===== src/design/tpsi_pkg.sv =====
// Package for the triangle pair overlap unit: widths, sequencer states,
// multiply-accumulate control word and the edge and axis source tables.
// No dependencies.
package tpsi_pkg;

  localparam int COORD_W   = 32;
  localparam int FRAC_BITS = 16;
  localparam int EDGE_W    = COORD_W + 1;
  localparam int AXIS_W    = 2 * EDGE_W;
  localparam int MUL_W     = EDGE_W + 1;
  localparam int PROD_W    = 2 * MUL_W;
  localparam int ACC_W     = 104;
  localparam int XF_W      = 43;
  localparam int HI_SHIFT  = EDGE_W;

  localparam logic signed [ACC_W-1:0] XF_LIM_HI = ACC_W'(64'sd1099511627776);
  localparam logic signed [ACC_W-1:0] XF_LIM_LO = -XF_LIM_HI;
  localparam logic signed [XF_W-1:0]  C_MAX     = XF_W'(64'sd2147483647);
  localparam logic signed [XF_W-1:0]  C_MIN     = -C_MAX - XF_W'(1);

  localparam logic       OP_ROW    = 1'b0;
  localparam logic       OP_VERTEX = 1'b1;
  localparam logic [1:0] SLOT_NONE = 2'd3;
  localparam logic [3:0] AX_LAST   = 4'd10;

  typedef enum logic [4:0] {
    ST_IDLE,
    ST_XF_MUL, ST_XF_WAIT, ST_XF_WB,
    ST_ED_NEG, ST_ED_POS, ST_ED_WAIT, ST_ED_WB,
    ST_CR_MUL1, ST_CR_MUL2, ST_CR_WAIT, ST_CR_WB,
    ST_AX_CHK,
    ST_PR_MUL, ST_PR_WAIT, ST_PR_CMP,
    ST_SEP,
    ST_DONE
  } state_t;

  typedef struct packed {
    logic issue;
    logic clr;
    logic sub;
    logic shift;
  } mac_ctl_t;

  // Edge slots 0..3 feed the first cross operand, 4..7 the second.
  function automatic logic [2:0] edge_from(logic [2:0] e);
    logic [2:0] r;
    unique case (e)
      3'd0, 3'd1, 3'd4: r = 3'd0;
      3'd2:             r = 3'd1;
      3'd3, 3'd5, 3'd6: r = 3'd3;
      default:          r = 3'd4;
    endcase
    return r;
  endfunction

  function automatic logic [2:0] edge_to(logic [2:0] e);
    logic [2:0] r;
    unique case (e)
      3'd0:             r = 3'd1;
      3'd1, 3'd2, 3'd4: r = 3'd2;
      3'd3, 3'd5:       r = 3'd4;
      default:          r = 3'd5;
    endcase
    return r;
  endfunction

  function automatic logic [1:0] axis_a(logic [3:0] ax);
    logic [1:0] r;
    unique case (ax)
      4'd1:                   r = 2'd3;
      4'd5, 4'd6, 4'd7:       r = 2'd1;
      4'd8, 4'd9, 4'd10:      r = 2'd2;
      default:                r = 2'd0;
    endcase
    return r;
  endfunction

  function automatic logic [1:0] axis_b(logic [3:0] ax);
    logic [1:0] r;
    unique case (ax)
      4'd0:                   r = 2'd0;
      4'd1, 4'd3, 4'd6, 4'd9: r = 2'd2;
      4'd4, 4'd7, 4'd10:      r = 2'd3;
      default:                r = 2'd1;
    endcase
    return r;
  endfunction

  function automatic logic [1:0] next3(logic [1:0] k);
    logic [1:0] r;
    unique case (k)
      2'd0:    r = 2'd1;
      2'd1:    r = 2'd2;
      default: r = 2'd0;
    endcase
    return r;
  endfunction

endpackage


===== src/design/tpsi_mac.sv =====
// Shared multiply-accumulate unit: one 34x34 signed multiplier with a
// registered product, then a wide accumulator. Depends on tpsi_pkg.
module tpsi_mac (
  input  logic                                clk,
  input  logic                                rst,
  input  tpsi_pkg::mac_ctl_t                  ctl,
  input  logic signed [tpsi_pkg::MUL_W-1:0]   mul_a,
  input  logic signed [tpsi_pkg::MUL_W-1:0]   mul_b,
  output logic signed [tpsi_pkg::ACC_W-1:0]   acc
);
  import tpsi_pkg::*;

  logic signed [PROD_W-1:0] prod;
  mac_ctl_t                 ctl_q;
  logic signed [ACC_W-1:0]  term;
  logic signed [ACC_W-1:0]  term_s;
  logic signed [ACC_W-1:0]  acc_next;

  always_ff @(posedge clk) begin
    if (rst) begin
      ctl_q <= '0;
    end else begin
      ctl_q <= ctl;
    end
  end

  always_ff @(posedge clk) begin
    prod <= mul_a * mul_b;
    acc  <= acc_next;
  end

  always_comb begin
    term   = {{(ACC_W-PROD_W){prod[PROD_W-1]}}, prod};
    term_s = ctl_q.shift ? (term <<< HI_SHIFT) : term;
    if (ctl_q.sub) term_s = -term_s;
    if (!ctl_q.issue) acc_next = acc;
    else if (ctl_q.clr) acc_next = term_s;
    else acc_next = acc + term_s;
  end

endmodule


===== config.mk =====
export PLATFORM = sky130hd
export DESIGN_NAME = tpsi_mac
export DESIGN_NICKNAME = d
export VERILOG_FILES = /design/src/design/tpsi_pkg.sv /design/src/design/tpsi_mac.sv
export SDC_FILE = /design/constraint.sdc
export NUM_CORES = 2
export LEC_CHECK = 0
export BUFFER_PORTS_ARGS = -buffer_cell sky130_fd_sc_hd__buf_4
export CAP_MARGIN = 30
export CORE_MARGIN = 5
export CORE_UTILIZATION = 50
export CTS_CLUSTER_DIAMETER = 80
export DETAILED_ROUTE_END_ITERATION = 12
export GPL_TIMING_DRIVEN = 0
export PLACE_DENSITY_LB_ADDON = 0.05
export SYNTH_ARGS = -nofsm -noshare
export SYNTH_HDL_FRONTEND = slang
export SYNTH_SLANG_ARGS = --single-unit

===== constraint.sdc =====
create_clock -name clk -period 11.2 [get_ports clk]
set_clock_uncertainty 0.05 [all_clocks]
set_input_delay 1.12 -clock clk [delete_from_list [all_inputs] [get_ports clk]]
set_output_delay 1.12 -clock clk [all_outputs]
set_load 0.01 [all_outputs]

==> summary.txt <==
Floorplan
  • Die Width: 349 um
  • Die area: 122000 um^2
  • Row Count: 124
  • DIE HEIGHT: 349 um
  • Core area: 114000 um^2
  • Starting Density: 0.503
  • Total I/O pin count: 178

Clocking
  • Clock Tree Buf Depth: 2
  • Hold buffers post-CTS: 0
  • Clk_lat worst skew: 500 ps
  • Setup bufs post-CTS: 0
  • CTS tree: done
  • Root buf cell: clkbuf_16
  • # clock sinks: 176
  • TritonCTS Buffers: 17
  • H-Tree Depth: 4
  • Clock transition at path regs: 70 ps
  • Post-cts resize count: 0

Yosys
  • #FFs+latches synth: 176
  • Post-synth cell types: 77
  • FFs w/ async S/R, synth: 0
  • Syn Inst Count: 6493
  • Post-synth EDFFs: 104
  • Syn avg cell area: 8.86 um^2
  • Top_reg_cell synth: edfxtp_1
  • Seq/Total Area, Yosys: 0.0794
  • Total nets after synthesis: 8117
  • Yosys Warn Count: 0
  • Synthesized area: 57500 um^2

Routing
  • Metal2 WL: 106000 um
  • Detailed-route wire length: 239000 um
  • Remaining DRCs: 0
  • DR iter-0 viols: 4908
  • WL/cell: 28.9 um
  • DR WL met3: 25300 um
  • Met1 WL: 89900 um
  • Drt pass-1 iters: 5
  • Top routing layer in use: met5
  • Via/cell ratio: 5.86
  • Vias: 48460
  • Final ANT Viol Nets: 0

GRT
  • Grt total ovfl: 0
  • First-pass GRT wire length: 346000 um
  • Vias in the first global route: 50345
  • Aggregate global-route resource usage: 0.393
  • Initial antenna violation count: 12
  • Largest net degree at the start of global routing: 56

Worst setup path
  • Max FO, Critical Path: 11
  • CP Data Arrival Time: 10960 ps
  • Startpoint Class: input port
  • CP Class: input port to flop
  • CP endpoint kind: flop
  • WP data required: 11530 ps

STA
  • Relative slew margins: 0.196
  • Final period util: 0.949
  • RSZ-0062 raised after global routing: no
  • Worst slew pin tran: 1210 ps
  • Final Max Slew Viols: 0
  • Setup violators final: 0
  • Final Critical Period: 10630 ps
  • Achievable Freq: 94.1 MHz
  • Final Hold Viols: 0

Final layout
  • Final nets: 8366
  • # fillers: 10828
  • Area grow syn2layout: 8.02%
  • Multi-input logic area: 47000 um^2
  • Layout cells sized above 1: 0.0475
  • Register Area: 4570 um^2
  • Finished Core Util: 0.543

Place
  • GPL Wtd Cong: 1.04
  • I/O Buffers: 175
  • Hpwl dp: 199000 um

Outcome
  • Status: completed

Run
  • Max_cap viols: 0

Min path
  • Hold crit path type: flop to flop
## per-layer routing
layer,track usage,vias up
met2,0.614,2900
met1,0.502,24202
met4,0.233,10
met5,0,-
met3,0.0881,708
li1,-,20640
## flip-flops by register name, summed over array words and instances, names as in the netlist
register  count
ctl_q         4
prod         68
acc         104
## area by class of cell
| type | instances | area share |
|---|---|---|
| sequential | 176 | 0.0735 |
| buffer | 345 | 0.0217 |
| clock inverter | 15 | 0.00264 |
| timing repair buffer | 230 | 0.0337 |
| multi-input combinational | 4748 | 0.757 |
| tap | 1512 | 0.0305 |
| antenna | 8 | 0.000322 |
| inverter | 1224 | 0.0740 |
| clock buffer | 17 | 0.00685 |
## stage by stage
stage | hold WS (ps) | TNS (ps) | cell area, um^2 | worst slack [ps] | instances
3_3_place_gp | 700 | -17.1 | 60700 | -17.1 | 8180
4_1_cts | 725 | 0 | 62000 | 725 | 8259
3_5_place_dp | 706 | 0 | 61400 | 185 | 8227
5_1_grt | 722 | 0 | 62100 | 295 | 8267
6_report | 721 | 0 | 62100 | 569 | 8275
2_1_floorplan | 655 | 0 | 57500 | 2450 | 6493
## worst max-delay path: stages
cell	delay [ps]
buf_4	140
clkbuf_1	730
nand2_1	230
fa_1	740
inv_1	140
fa_1	560
fa_2	900
inv_1	130
fa_1	1090
inv_1	420
fa_1	560
fa_1	530
fa_1	500
inv_1	50
fa_1	500
inv_1	50
ha_1	260
clkbuf_1	260
nand3_1	160
nor3_1	420
o211ai_1	290
o211ai_1	260
a211oi_1	230
o311ai_0	390
a21oi_1	130
xnor2_1	130
## cells in the mapped netlist (14+ instances only)
library cell | count | area [um^2]
fa_1 | 1242 | 24900
inv_1 | 1222 | 4590
nand2_1 | 758 | 2850
and2_1 | 626 | 3920
clkbuf_1 | 323 | 1210
a21oi_1 | 322 | 1610
ha_1 | 308 | 3850
nor2_1 | 220 | 826
o21ai_0 | 216 | 1080
xnor2_1 | 135 | 1180
xor2_1 | 123 | 1080
edfxtp_1 | 104 | 3120
a21o_1 | 85 | 638
dfxtp_1 | 72 | 1440
nor3_1 | 65 | 325
nand4_1 | 60 | 375
o21bai_1 | 45 | 338
nand2b_1 | 40 | 250
o31ai_1 | 40 | 300
mux2i_1 | 39 | 390
a31oi_1 | 37 | 231
nor2b_1 | 34 | 213
nand3_1 | 33 | 165
nor4_1 | 27 | 169
o211ai_1 | 23 | 173
o21a_1 | 23 | 173
a211oi_1 | 22 | 165
and3_1 | 22 | 138
or3_1 | 21 | 131
nor3b_1 | 16 | 120
a21boi_0 | 14 | 105
## worst paths after layout
path	slack, ps	startpoint	to	cells past startpoint
max	570	mul_a[33]	prod[66]	26
min	720	acc[0]	acc[0]	2
max reg2reg	930	ctl_q[0]	acc[96]	30
min reg2reg	720	acc[0]	acc[0]	2
## kinds of logic (layout without fill, tap and decap cells)
logic type,Yosys count,after routing,synth area share
compound gates,919,919,0.0980
mux,52,52,0.00938
buf+inv,1569,1831,0.103
other cells,0,8,0
flops,176,176,0.0794
fa+ha+maj,1550,1550,0.499
xor+xnor,258,258,0.0393
simple gates,1969,1969,0.171
## cells in the final DEF, fill, tap and decap left out, types with 45 or more instances in the layout
cell type and count:
xor2_1 123, inv_1 1222, ha_1 307, and2_1 626
buf_4 180, nor2_1 220, nor3_1 65, fa_1 1241
xnor2_1 135, dfxtp_1 71, a21o_1 85, o21ai_0 216
clkbuf_1 323, nand2_1 758, nand4_1 60, edfxtp_1 104
o21bai_1 45, a21oi_1 322
Power is left out: the tool's default activity adds up to more than one toggle a clock period on the data nets, which glitch-free logic cannot reach.
